[config.mk]
export PLATFORM = sky130hd
export DESIGN_NAME = circular_double_ended_queue_flat
export DESIGN_NICKNAME = d
export VERILOG_FILES = /design/src/rtl/cdq_pkg.sv /design/src/rtl/cdq_in_if.sv /design/src/rtl/cdq_out_if.sv /design/src/rtl/circular_double_ended_queue.sv /design/src/rtl/cdq_ctrl.sv /design/src/rtl/cdq_datapath.sv /design/src/flat_wrapper.sv
export SDC_FILE = /design/constraint.sdc
export NUM_CORES = 1
export LEC_CHECK = 0
export ABC_AREA = 1
export ABC_CLOCK_PERIOD_IN_PS = 8200
export BUFFER_PORTS_ARGS = -buffer_cell sky130_fd_sc_hd__buf_2
export CORE_UTILIZATION = 39
export CTS_BUF_LIST = sky130_fd_sc_hd__clkbuf_4
export DETAILED_ROUTE_END_ITERATION = 10
export SYNTH_ARGS = -nofsm -noshare
export SYNTH_HDL_FRONTEND = slang
export SYNTH_SLANG_ARGS = --single-unit
[constraint.sdc]
create_clock -name clk -period 8.2 [get_ports clk]
set_clock_uncertainty 0.1 [all_clocks]
set_input_delay 2.05 -clock clk [delete_from_list [all_inputs] [get_ports clk]]
set_output_delay 2.05 -clock clk [all_outputs]
set_load 0.05 [all_outputs]
[src/rtl/cdq_pkg.sv]
`default_nettype none

package cdq_pkg;

  localparam int DATA_W   = 32;
  localparam int CMD_W    = 3;
  localparam int STATUS_W = 2;

  // command codes carried on the request channel
  typedef enum logic [CMD_W-1:0] {
    CMD_PUSH_FRONT = 3'd0,
    CMD_PUSH_BACK  = 3'd1,
    CMD_POP_FRONT  = 3'd2,
    CMD_POP_BACK   = 3'd3,
    CMD_PEEK       = 3'd4
  } cmd_t;

  // result status codes
  typedef enum logic [STATUS_W-1:0] {
    ST_DONE      = 2'd0,
    ST_UNDERFLOW = 2'd1,
    ST_OVERFLOW  = 2'd2
  } status_t;

  // controller states
  typedef enum logic [1:0] {
    S_IDLE,
    S_LOAD,
    S_OUT
  } state_t;

  // controller to datapath
  typedef struct packed {
    logic accept;
    logic load;
  } ctrl_cmd_t;

  // datapath to controller
  typedef struct packed {
    logic need_refill;
  } dp_status_t;

  localparam logic [DATA_W-1:0] EMPTY_WORD = '1;

endpackage

`default_nettype wire

[src/rtl/cdq_in_if.sv]
`default_nettype none

interface cdq_in_if
  import cdq_pkg::*;
();
  logic                     valid;
  logic                     ready;
  logic [CMD_W-1:0]         cmd;
  logic signed [DATA_W-1:0] value;

  modport source (output valid, output cmd, output value, input ready);
  modport sink   (input valid, input cmd, input value, output ready);
endinterface

`default_nettype wire

[src/rtl/cdq_out_if.sv]
`default_nettype none

interface cdq_out_if
  import cdq_pkg::*;
#(
  parameter int CNT_W = 4
) ();
  logic                     valid;
  logic                     ready;
  logic [STATUS_W-1:0]      status;
  logic signed [DATA_W-1:0] popped;
  logic signed [DATA_W-1:0] front_word;
  logic signed [DATA_W-1:0] back_word;
  logic [CNT_W-1:0]         occupancy;
  logic                     is_empty;
  logic                     is_full;

  modport source (
    output valid, output status, output popped, output front_word,
    output back_word, output occupancy, output is_empty, output is_full,
    input ready
  );
  modport sink (
    input valid, input status, input popped, input front_word,
    input back_word, input occupancy, input is_empty, input is_full,
    output ready
  );
endinterface

`default_nettype wire

[src/rtl/circular_double_ended_queue.sv]
// Double-ended queue of signed 32-bit words in a ring store of DEPTH entries.
// req channel: cmd (push front, push back, pop front, pop back, peek) and
// value; one transaction is accepted when req.valid and req.ready are high.
// rsp channel: exactly one result per request with status, popped word, the
// front and back words (-1 when empty), occupancy and empty/full flags.
// The result is registered at acceptance and offered from S_OUT; a pop that
// leaves words behind first passes through S_LOAD, since the new end word is
// fetched through the single registered read port of the ring store.
// No new request is taken while a result is pending; req.ready rises
// again the cycle after the result is taken.
// A push to a full queue is dropped with overflow status; a pop of an
// empty queue returns underflow status and changes nothing.
// When the receiver stalls the result holds steady and no request is taken.
// Reset clears the pointers and the count, so the queue starts empty; the
// ring store itself is not cleared and needs no clearing pass.
`default_nettype none

module circular_double_ended_queue
  import cdq_pkg::*;
#(
  parameter int DEPTH = 8
) (
  input wire logic clk,
  input wire logic rst,
  cdq_in_if.sink   req,
  cdq_out_if.source rsp
);

  localparam int PTR_W = $clog2(DEPTH);
  localparam int CNT_W = $clog2(DEPTH + 1);

  ctrl_cmd_t  ctrl;
  dp_status_t dp_stat;

  // sequencer
  cdq_ctrl u_ctrl (
    .clk       (clk),
    .rst       (rst),
    .req_valid (req.valid),
    .req_ready (req.ready),
    .rsp_valid (rsp.valid),
    .rsp_ready (rsp.ready),
    .status    (dp_stat),
    .cmd       (ctrl)
  );

  // pointers, ring store and result registers
  cdq_datapath #(
    .DEPTH (DEPTH),
    .PTR_W (PTR_W),
    .CNT_W (CNT_W)
  ) u_datapath (
    .clk            (clk),
    .rst            (rst),
    .req_cmd        (req.cmd),
    .req_value      (req.value),
    .cmd            (ctrl),
    .status         (dp_stat),
    .rsp_status     (rsp.status),
    .rsp_popped     (rsp.popped),
    .rsp_front_word (rsp.front_word),
    .rsp_back_word  (rsp.back_word),
    .rsp_occupancy  (rsp.occupancy),
    .rsp_is_empty   (rsp.is_empty),
    .rsp_is_full    (rsp.is_full)
  );

endmodule

`default_nettype wire

[src/rtl/cdq_ctrl.sv]
`default_nettype none

module cdq_ctrl
  import cdq_pkg::*;
(
  input  wire logic       clk,
  input  wire logic       rst,
  input  wire logic       req_valid,
  output logic            req_ready,
  output logic            rsp_valid,
  input  wire logic       rsp_ready,
  input  wire dp_status_t status,
  output ctrl_cmd_t       cmd
);

  state_t state;
  state_t state_next;

  // state register
  always_ff @(posedge clk) begin
    if (rst) begin
      state <= S_IDLE;
    end else begin
      state <= state_next;
    end
  end

  // next state
  always_comb begin
    state_next = state;
    unique case (state)
      S_IDLE: begin
        if (req_valid) begin
          state_next = status.need_refill ? S_LOAD : S_OUT;
        end
      end
      S_LOAD: begin
        state_next = S_OUT;
      end
      S_OUT: begin
        if (rsp_ready) begin
          state_next = S_IDLE;
        end
      end
      default: begin
        state_next = S_IDLE;
      end
    endcase
  end

  // outputs
  always_comb begin
    req_ready  = (state == S_IDLE);
    rsp_valid  = (state == S_OUT);
    cmd.accept = (state == S_IDLE) && req_valid;
    cmd.load   = (state == S_LOAD);
  end

endmodule

`default_nettype wire

[src/rtl/cdq_datapath.sv]
`default_nettype none

module cdq_datapath
  import cdq_pkg::*;
#(
  parameter int DEPTH = 8,
  parameter int PTR_W = 3,
  parameter int CNT_W = 4
) (
  input  wire logic                     clk,
  input  wire logic                     rst,
  input  wire logic [CMD_W-1:0]         req_cmd,
  input  wire logic signed [DATA_W-1:0] req_value,
  input  wire ctrl_cmd_t                cmd,
  output dp_status_t                    status,
  output logic [STATUS_W-1:0]           rsp_status,
  output logic signed [DATA_W-1:0]      rsp_popped,
  output logic signed [DATA_W-1:0]      rsp_front_word,
  output logic signed [DATA_W-1:0]      rsp_back_word,
  output logic [CNT_W-1:0]              rsp_occupancy,
  output logic                          rsp_is_empty,
  output logic                          rsp_is_full
);

  localparam logic [PTR_W-1:0] PTR_LAST = PTR_W'(DEPTH - 1);
  localparam logic [CNT_W-1:0] CNT_FULL = CNT_W'(DEPTH);

  logic [DATA_W-1:0] ring_store [DEPTH];
  logic [DATA_W-1:0] rd_data;

  logic [PTR_W-1:0]  head_ptr, head_ptr_next;
  logic [PTR_W-1:0]  tail_ptr, tail_ptr_next;
  logic [CNT_W-1:0]  held_count, held_count_next;
  logic [DATA_W-1:0] front_cache, front_cache_next;
  logic [DATA_W-1:0] back_cache, back_cache_next;
  logic              refill_front, refill_front_next;
  logic [STATUS_W-1:0] result_status, result_status_next;
  logic [DATA_W-1:0] result_popped, result_popped_next;

  logic              wr_en, rd_en;
  logic [PTR_W-1:0]  wr_addr, rd_addr;
  logic [PTR_W-1:0]  head_inc, head_dec, tail_inc, tail_dec;
  logic              cnt_empty, cnt_full, cnt_last;

  // ring pointer neighbors
  always_comb begin
    head_inc  = (head_ptr == PTR_LAST) ? '0 : head_ptr + 1'b1;
    head_dec  = (head_ptr == '0) ? PTR_LAST : head_ptr - 1'b1;
    tail_inc  = (tail_ptr == PTR_LAST) ? '0 : tail_ptr + 1'b1;
    tail_dec  = (tail_ptr == '0) ? PTR_LAST : tail_ptr - 1'b1;
    cnt_empty = (held_count == '0);
    cnt_full  = (held_count == CNT_FULL);
    cnt_last  = (held_count == CNT_W'(1));
  end

  // command decode and next state of the queue
  always_comb begin
    head_ptr_next      = head_ptr;
    tail_ptr_next      = tail_ptr;
    held_count_next    = held_count;
    front_cache_next   = front_cache;
    back_cache_next    = back_cache;
    refill_front_next  = refill_front;
    result_status_next = ST_DONE;
    result_popped_next = '0;
    wr_en              = 1'b0;
    wr_addr            = '0;
    rd_addr            = '0;
    status.need_refill = 1'b0;
    unique case (req_cmd)
      CMD_PUSH_FRONT, CMD_PUSH_BACK: begin
        if (cnt_full) begin
          result_status_next = ST_OVERFLOW;
        end else begin
          wr_en           = 1'b1;
          held_count_next = held_count + 1'b1;
          priority if (cnt_empty) begin
            head_ptr_next    = '0;
            tail_ptr_next    = '0;
            wr_addr          = '0;
            front_cache_next = req_value;
            back_cache_next  = req_value;
          end else if (req_cmd == CMD_PUSH_FRONT) begin
            head_ptr_next    = head_dec;
            wr_addr          = head_dec;
            front_cache_next = req_value;
          end else begin
            tail_ptr_next   = tail_inc;
            wr_addr         = tail_inc;
            back_cache_next = req_value;
          end
        end
      end
      CMD_POP_FRONT: begin
        if (cnt_empty) begin
          result_status_next = ST_UNDERFLOW;
        end else begin
          result_popped_next = front_cache;
          held_count_next    = held_count - 1'b1;
          if (!cnt_last) begin
            head_ptr_next      = head_inc;
            rd_addr            = head_inc;
            refill_front_next  = 1'b1;
            status.need_refill = 1'b1;
          end
        end
      end
      CMD_POP_BACK: begin
        if (cnt_empty) begin
          result_status_next = ST_UNDERFLOW;
        end else begin
          result_popped_next = back_cache;
          held_count_next    = held_count - 1'b1;
          if (!cnt_last) begin
            tail_ptr_next      = tail_dec;
            rd_addr            = tail_dec;
            refill_front_next  = 1'b0;
            status.need_refill = 1'b1;
          end
        end
      end
      default: begin
        // peek and unused codes leave the queue alone
      end
    endcase
    rd_en = cmd.accept && status.need_refill;
  end

  // ring store, one write or one registered read per transaction
  always_ff @(posedge clk) begin
    if (cmd.accept && wr_en) begin
      ring_store[wr_addr] <= req_value;
    end
    if (rd_en) begin
      rd_data <= ring_store[rd_addr];
    end
  end

  // pointer and count registers
  always_ff @(posedge clk) begin
    if (rst) begin
      head_ptr   <= '0;
      tail_ptr   <= '0;
      held_count <= '0;
    end else if (cmd.accept) begin
      head_ptr   <= head_ptr_next;
      tail_ptr   <= tail_ptr_next;
      held_count <= held_count_next;
    end
  end

  // end-word cache and result registers
  always_ff @(posedge clk) begin
    if (cmd.accept) begin
      front_cache   <= front_cache_next;
      back_cache    <= back_cache_next;
      refill_front  <= refill_front_next;
      result_status <= result_status_next;
      result_popped <= result_popped_next;
    end else if (cmd.load) begin
      if (refill_front) begin
        front_cache <= rd_data;
      end else begin
        back_cache <= rd_data;
      end
    end
  end

  // result fields
  always_comb begin
    rsp_status     = result_status;
    rsp_popped     = result_popped;
    rsp_front_word = cnt_empty ? EMPTY_WORD : front_cache;
    rsp_back_word  = cnt_empty ? EMPTY_WORD : back_cache;
    rsp_occupancy  = held_count;
    rsp_is_empty   = cnt_empty;
    rsp_is_full    = cnt_full;
  end

endmodule

`default_nettype wire

[src/flat_wrapper.sv]
// flat-port wrapper written by rule: the top's interface ports become plain ports
module circular_double_ended_queue_flat import cdq_pkg::*;
#(
  parameter int DEPTH = 8
)
  (clk, rst, req_valid, req_cmd, req_value, req_ready, rsp_valid, rsp_status, rsp_popped, rsp_front_word, rsp_back_word, rsp_occupancy, rsp_is_empty, rsp_is_full, rsp_ready);
  cdq_in_if req_i ();
  cdq_out_if rsp_i ();
  input wire logic clk;
  input wire logic rst;
  input wire logic [$bits(req_i.valid)-1:0] req_valid;
  input wire logic [$bits(req_i.cmd)-1:0] req_cmd;
  input wire logic [$bits(req_i.value)-1:0] req_value;
  output wire logic [$bits(req_i.ready)-1:0] req_ready;
  output wire logic [$bits(rsp_i.valid)-1:0] rsp_valid;
  output wire logic [$bits(rsp_i.status)-1:0] rsp_status;
  output wire logic [$bits(rsp_i.popped)-1:0] rsp_popped;
  output wire logic [$bits(rsp_i.front_word)-1:0] rsp_front_word;
  output wire logic [$bits(rsp_i.back_word)-1:0] rsp_back_word;
  output wire logic [$bits(rsp_i.occupancy)-1:0] rsp_occupancy;
  output wire logic [$bits(rsp_i.is_empty)-1:0] rsp_is_empty;
  output wire logic [$bits(rsp_i.is_full)-1:0] rsp_is_full;
  input wire logic [$bits(rsp_i.ready)-1:0] rsp_ready;
  assign req_i.valid = req_valid;
  assign req_i.cmd = req_cmd;
  assign req_i.value = req_value;
  assign req_ready = req_i.ready;
  assign rsp_valid = rsp_i.valid;
  assign rsp_status = rsp_i.status;
  assign rsp_popped = rsp_i.popped;
  assign rsp_front_word = rsp_i.front_word;
  assign rsp_back_word = rsp_i.back_word;
  assign rsp_occupancy = rsp_i.occupancy;
  assign rsp_is_empty = rsp_i.is_empty;
  assign rsp_is_full = rsp_i.is_full;
  assign rsp_i.ready = rsp_ready;
  circular_double_ended_queue #(.DEPTH(DEPTH)) u_core (.clk(clk), .rst(rst), .req(req_i), .rsp(rsp_i));
endmodule
==> results of run 1 <==
cells in the final DEF (no fill, tap or decap), drive strengths merged:
cell type / synthesis / final
a211oi: 1 / 1
o21ai: 20 / 20
nand4: 2 / 2
a31oi: 3 / 3
clkinv: 2 / 34
o211ai: 1 / 1
nand3: 133 / 133
diode: 0 / 4
buf: 49 / 164
inv: 229 / 231
clkbuf: 28 / 135
dfxtp: 12 / 12
nor3: 3 / 3
o22a: 1 / 1
o22ai: 1 / 1
a21oi: 41 / 41
or2: 64 / 64
xnor2: 1 / 1
nor2: 173 / 173
nand2b: 1 / 1
xor2: 2 / 2
nand2: 565 / 565
edfxtp: 387 / 387
ha: 11 / 11
clkinvlp: 0 / 1
metal layers:
layer | vias up | wire length (um)
met2 | 397 | 19030
met4 | 2 | 885
met5 | - | 12
li1 | 5996 | -
met3 | 68 | 2890
met1 | 5531 | 18050
cells in the mapped netlist:
master / n / share of area
a211oi_1: 1 / 0.00043
a21oi_1: 39 / 0.011
a21oi_2: 1 / 0.00050
a21oi_4: 1 / 0.00093
a31oi_1: 3 / 0.0011
buf_1: 2 / 0.00043
buf_2: 31 / 0.0088
buf_4: 12 / 0.0051
buf_6: 4 / 0.0026
clkbuf_1: 28 / 0.0060
clkinv_1: 2 / 0.00043
dfxtp_1: 12 / 0.014
edfxtp_1: 387 / 0.66
ha_1: 11 / 0.0078
inv_1: 227 / 0.049
inv_2: 2 / 0.00043
nand2_1: 559 / 0.12
nand2_2: 5 / 0.0018
nand2_4: 1 / 0.00064
nand2b_1: 1 / 0.00036
nand3_1: 133 / 0.038
nand4_1: 2 / 0.00071
nor2_1: 171 / 0.037
nor2_2: 1 / 0.00036
nor2_4: 1 / 0.00064
nor3_1: 3 / 0.00085
o211ai_1: 1 / 0.00043
o21ai_0: 18 / 0.0051
o21ai_1: 2 / 0.00057
o22a_1: 1 / 0.00050
o22ai_1: 1 / 0.00036
or2_2: 64 / 0.023
xnor2_1: 1 / 0.00050
xor2_1: 2 / 0.0010
area by class of cell:
type | instances | share of cell area
diodes | 4 | 0.0004997
flip-flops and latches | 399 | 0.5921
well taps | 592 | 0.03697
clock buffers | 135 | 0.05059
repair buffers | 164 | 0.04347
clock inverters | 35 | 0.007058
inverters | 231 | 0.04328
multi-input cells | 1023 | 0.2260
stage by stage:
step	hold slack [ns]	worst slack [ns]	power [W]
after floorplan	0.3820	2.808	0.002783
after global routing	0.4348	2.970	0.004609
after detailed placement	0.4074	2.689	0.002941
after CTS	0.4058	3.119	0.004474
final	0.4142	3.125	0.004416
after global placement	0.3960	2.728	0.002932
power by group:
part / internal (W) / leakage [nW] / switching (W)
Clock: 0.000759 / 0.685 / 0.000763
Combinational: 0.000127 / 4.04 / 0.000457
Sequential: 0.00229 / 3.63 / 0.0000167
flip-flops by register name (all words and copies together), names as in the netlist:
name,cells
u_core.u_datapath.front_cache,32
u_core.u_ctrl.state,2
u_core.u_datapath.back_cache,32
u_core.u_datapath.rsp_popped,32
u_core.u_datapath.rsp_status,2
u_core.u_datapath.ring_store,256
u_core.u_datapath.rd_data,32
u_core.u_datapath.head_ptr,3
u_core.u_datapath.refill_front,1
u_core.u_datapath.tail_ptr,3
u_core.u_datapath.rsp_occupancy,4
cells by family after synthesis:
| kind of cell | after synthesis | share of synthesized area |
|---|---|---|
| adder cells (fa/ha/maj) | 11 | 0.007836 |
| buffers and inverters | 308 | 0.07230 |
| XOR/XNOR | 3 | 0.001496 |
| flip-flops | 399 | 0.6753 |
| AND/OR/NAND/NOR | 941 | 0.2220 |
| AO/OA/AOI/OAI | 68 | 0.02102 |
worst max-delay path: stages, from the launching register on:
cell	delay, ns
dfxtp_1	0.36
inv_1	0.15
ha_1	0.25
nand2_1	0.14
nor2_4	0.09
buf_4	0.59
or2_2	0.23
buf_2	0.26
worst paths after layout:
| path | from | endpoint | slack (ns) | cells past startpoint |
|---|---|---|---|---|
| setup / recovery | u_core.u_datapath.rsp_occupancy[0]$_SDFFE_PP0P_ | rsp_front_word[18] | 3.12 | 7 |
| setup reg to reg | u_core.u_datapath.rsp_occupancy[0]$_SDFFE_PP0P_ | u_core.u_datapath.rd_data[12]$_DFFE_PP_ | 4.60 | 12 |
| hold reg to reg | u_core.u_datapath.head_ptr[1]$_SDFFE_PP0P_ | u_core.u_datapath.head_ptr[1]$_SDFFE_PP0P_ | 0.41 | 2 |
| hold / removal | u_core.u_datapath.head_ptr[1]$_SDFFE_PP0P_ | u_core.u_datapath.head_ptr[1]$_SDFFE_PP0P_ | 0.41 | 2 |
==> results.cfg, run 1 <==
[grt]
grt_max_degree = 101
antenna_found_initial = 5
grt_pass1_vias = 12074
gr-total-overflow = 0
grt_util_all_layers = 0.1811
met2_usage = 0.2962
grt_pass1_wl_um = 64930
gr-usage-met1 = 0.2339
grt_use_met3 = 0.03816
grt.busiest_layer = met2

[clocking]
ctsResizeCount = 0
cts_hold_buf = 0
htreeDepth = 3
cts_setup_buffers = 0
cts_made_buffers = 99
clk_latency_ns = 0.78
cts.clk_slew.worst_paths_ns = 0.06
cts.sinks = 399
root_buffer = clkbuf_4
cts_tree = built
clockBufferDepth = 3

[pwr]
irDropWorstVdd_mv = 0.09033
leakage_nw = 8.353
power_density_mw_per_mm2 = 220.4

[timing]
hold_violations = 0
period_minus_slack_ns = 5.075
setup_viol = 0
tightest_slew_ns = 0.9775
rsz0062_at_grt = no
fin_tns_setup_ns = 0
clock.fmax_ghz = 0.1970
period_share = 0.6189
slew_headroom = 0.3483
finalMaxSlewViolations = 0

[critical_path]
startpoint_type = flop
crit_arrival_ns = 2.93
crit_type = flop to primary output
crit_fanout = 100
cp.required_ns = 6.05
crit_path_end_kind = primary output

[detailed_routing]
firstDrtPassIters = 5
drtIter0Drc = 940
vias = 11994
routed_via_density = 4.643
drc = 0
ant_nets = 0
post_drt_wl_per_cell_um = 15.82
routed_wl_um = 40870

[layout]
design_area_sq_mm = 0.02003
nFillCells = 4159
multiInputGateArea_sq_mm = 0.004528
nNetsFinal = 1968
fin_util = 0.4520
area_delta_synth_final_pct = 14.05
drive_gt1_frac = 0.1983
seq_area_sq_mm = 0.01186
final_cells = 2583

[floorplanning]
coreArea_sq_mm = 0.04432
fp-row-count = 77
die_area_sq_mm = 0.04589
ios = 145
die_w_um = 214.2
die_y_um = 214.2
start_util = 0.3963

[placement]
numPortBuffers = 144
gp_congestion = 0.8074
place_area_sq_mm = 0.01887
dp_cells = 2409
place_hpwl_um = 22760

[yosys]
synthCells = 1730
synth_nets = 1780
synth_area_sq_mm = 0.01756
yosys_register_bits = 399
ys_seq_area_frac = 0.6753
yosys_warnings = 0
synth_cell_type_count = 34
synth.avg_cell_area_sq_um = 10.15

[hold_path]
hp-class = flop to flop

[job]
drv_cap = 0

[outcome]
status = completed
Note: power is estimated with default switching activity, not from simulation.
==> run 2, diff against run 1 <==
ABC_CLOCK_PERIOD_IN_PS = 5000   (was 8200)
clock period = 5 ns   (was 8.2 ns; I/O delays follow)
==> results.cfg, run 2 (synthesis gave the netlist of run 1 again) <==
[outcome]
status = completed

[clocking]
cts_setup_buffers = 0
cts.clk_slew.worst_paths_ns = 0.07
cts_hold_buf = 0
clk_latency_ns = 0.78
ctsResizeCount = 0
root_buffer = clkbuf_4
cts.sinks = 399
clockBufferDepth = 3
cts_tree = built
cts_made_buffers = 99
htreeDepth = 3

[floorplanning]
die_area_sq_mm = 0.04589
coreArea_sq_mm = 0.04432
die_w_um = 214.2
fp-row-count = 77
start_util = 0.3963
die_y_um = 214.2
ios = 145

[critical_path]
r2r-start = u_core.u_datapath.rsp_occupancy[0]$_SDFFE_PP0P_
cp.required_ns = 3.65
crit_fanout = 89
reg2regPathDepth = 8
startpoint_type = flop
crit_arrival_ns = 2.73
r2r_setup_slack_ns = 1.84
crit_type = flop to primary output
r2r_end = u_core.u_datapath.ring_store[5][14]$_DFFE_PP_
crit_path_end_kind = primary output

[grt]
grt_max_degree = 129
gr-total-overflow = 0
grt_pass1_vias = 11862
grt_pass1_wl_um = 65370
antenna_found_initial = 7
grt_util_all_layers = 0.1828

[timing]
rsz0062_at_grt = no
clock.fmax_ghz = 0.2451
period_share = 0.8160
finalWorstSetupSlack_ns = 0.9202
finalMaxSlewViolations = 0
whs_ns = 0.4097
fin_tns_setup_ns = 0
period_minus_slack_ns = 4.080
slew_headroom = 0.4996
setup_viol = 0
hold_violations = 0
tightest_slew_ns = 0.7495

[layout]
fin_util = 0.4544
regMostFlops = u_core.u_datapath.ring_store
multiInputGateArea_sq_mm = 0.004523
mostFrequentLayoutCells = 558 x nand2_1, 387 x edfxtp_1, 227 x inv_1
area_delta_synth_final_pct = 14.66
largest_register_ffs = 256
drive_gt1_frac = 0.2056
nFillCells = 4200
final_common_cell = nand2_1
seq_area_sq_mm = 0.01186
nNetsFinal = 1973

[placement]
numPortBuffers = 144
gp_congestion = 0.8466
pre_cts_ws_ns = 1.192
place_hpwl_um = 23680

[detailed_routing]
post_drt_wl_per_cell_um = 16.22
firstDrtPassIters = 5
vias = 12195
drtIter0Drc = 917
ant_nets = 0
routed_via_density = 4.732
routed_wl_um = 41810
drc = 0

[hold_path]
min_delay_worst_endpoint = u_core.u_datapath.head_ptr[1]$_SDFFE_PP0P_
hold_depth = 2
hold_path_startpoint = u_core.u_datapath.head_ptr[1]$_SDFFE_PP0P_
hp-class = flop to flop

[pwr]
power_density_mw_per_mm2 = 363.3
irDropWorstVdd_mv = 0.1802
leakage_nw = 8.406

[job]
drv_cap = 0
-- run 2: final cells by class --
class	count	area share
Multi-Input combinational cell	1023	0.2246
Antenna cell	5	0.0006213
Timing Repair Buffer	169	0.04883
Clock buffer	139	0.05181
Tap cell	592	0.03678
Clock inverter	19	0.005343
Sequential cell	399	0.5890
Inverter	231	0.04305
-- run 2: per-layer routing --
layer,track usage,wire length (um)
met4,0.07548,903
met2,0.2988,19470
met3,0.03716,2810
met5,0,53
met1,0.2372,18560
-- run 2: through the flow --
| stage | power [W] | std cells | area (sq um) |
|---|---|---|---|
| 3_5_place_dp | 0.004836 | 2414 | 18980 |
| 4_1_cts | 0.007399 | 2572 | 20130 |
| 2_1_floorplan | 0.004564 | 1730 | 17560 |
| 6_report | 0.007316 | 2577 | 20140 |
| 5_1_grt | 0.007622 | 2575 | 20130 |
| 3_3_place_gp | 0.004824 | 2414 | 18980 |
-- run 2: power by group --
group,switching [W],internal (W)
clock,0.00124,0.00131
combinational,0.000757,0.000216
sequential,0.0000270,0.00376
-- run 2: worst max-delay path: stages (launching register included) --
cell	delay, ns
dfxtp_1	0.36
inv_1	0.15
ha_1	0.23
nand2_1	0.13
nor2_4	0.26
buf_12	0.30
or2_2	0.19
buf_2	0.26
-- run 2: worst max-delay path by stage --
stage | slack, ns | start | to | depth (start not counted)
global route | 0.75 | u_core.u_datapath.rsp_occupancy[1]$_SDFFE_PP0P_ | rsp_back_word[8] | 7
detailed placement | 1.19 | req_cmd[2] | u_core.u_datapath.rd_data[25]$_DFFE_PP_ | 12
floorplan | 0.41 | req_cmd[2] | u_core.u_datapath.front_cache[0]$_DFFE_PP_ | 5
finish | 0.92 | u_core.u_datapath.rsp_occupancy[0]$_SDFFE_PP0P_ | rsp_back_word[8] | 7
CTS | 0.87 | u_core.u_datapath.rsp_occupancy[0]$_SDFFE_PP0P_ | rsp_back_word[8] | 7
global placement | 1.24 | req_cmd[2] | u_core.u_datapath.rd_data[12]$_DFFE_PP_ | 12
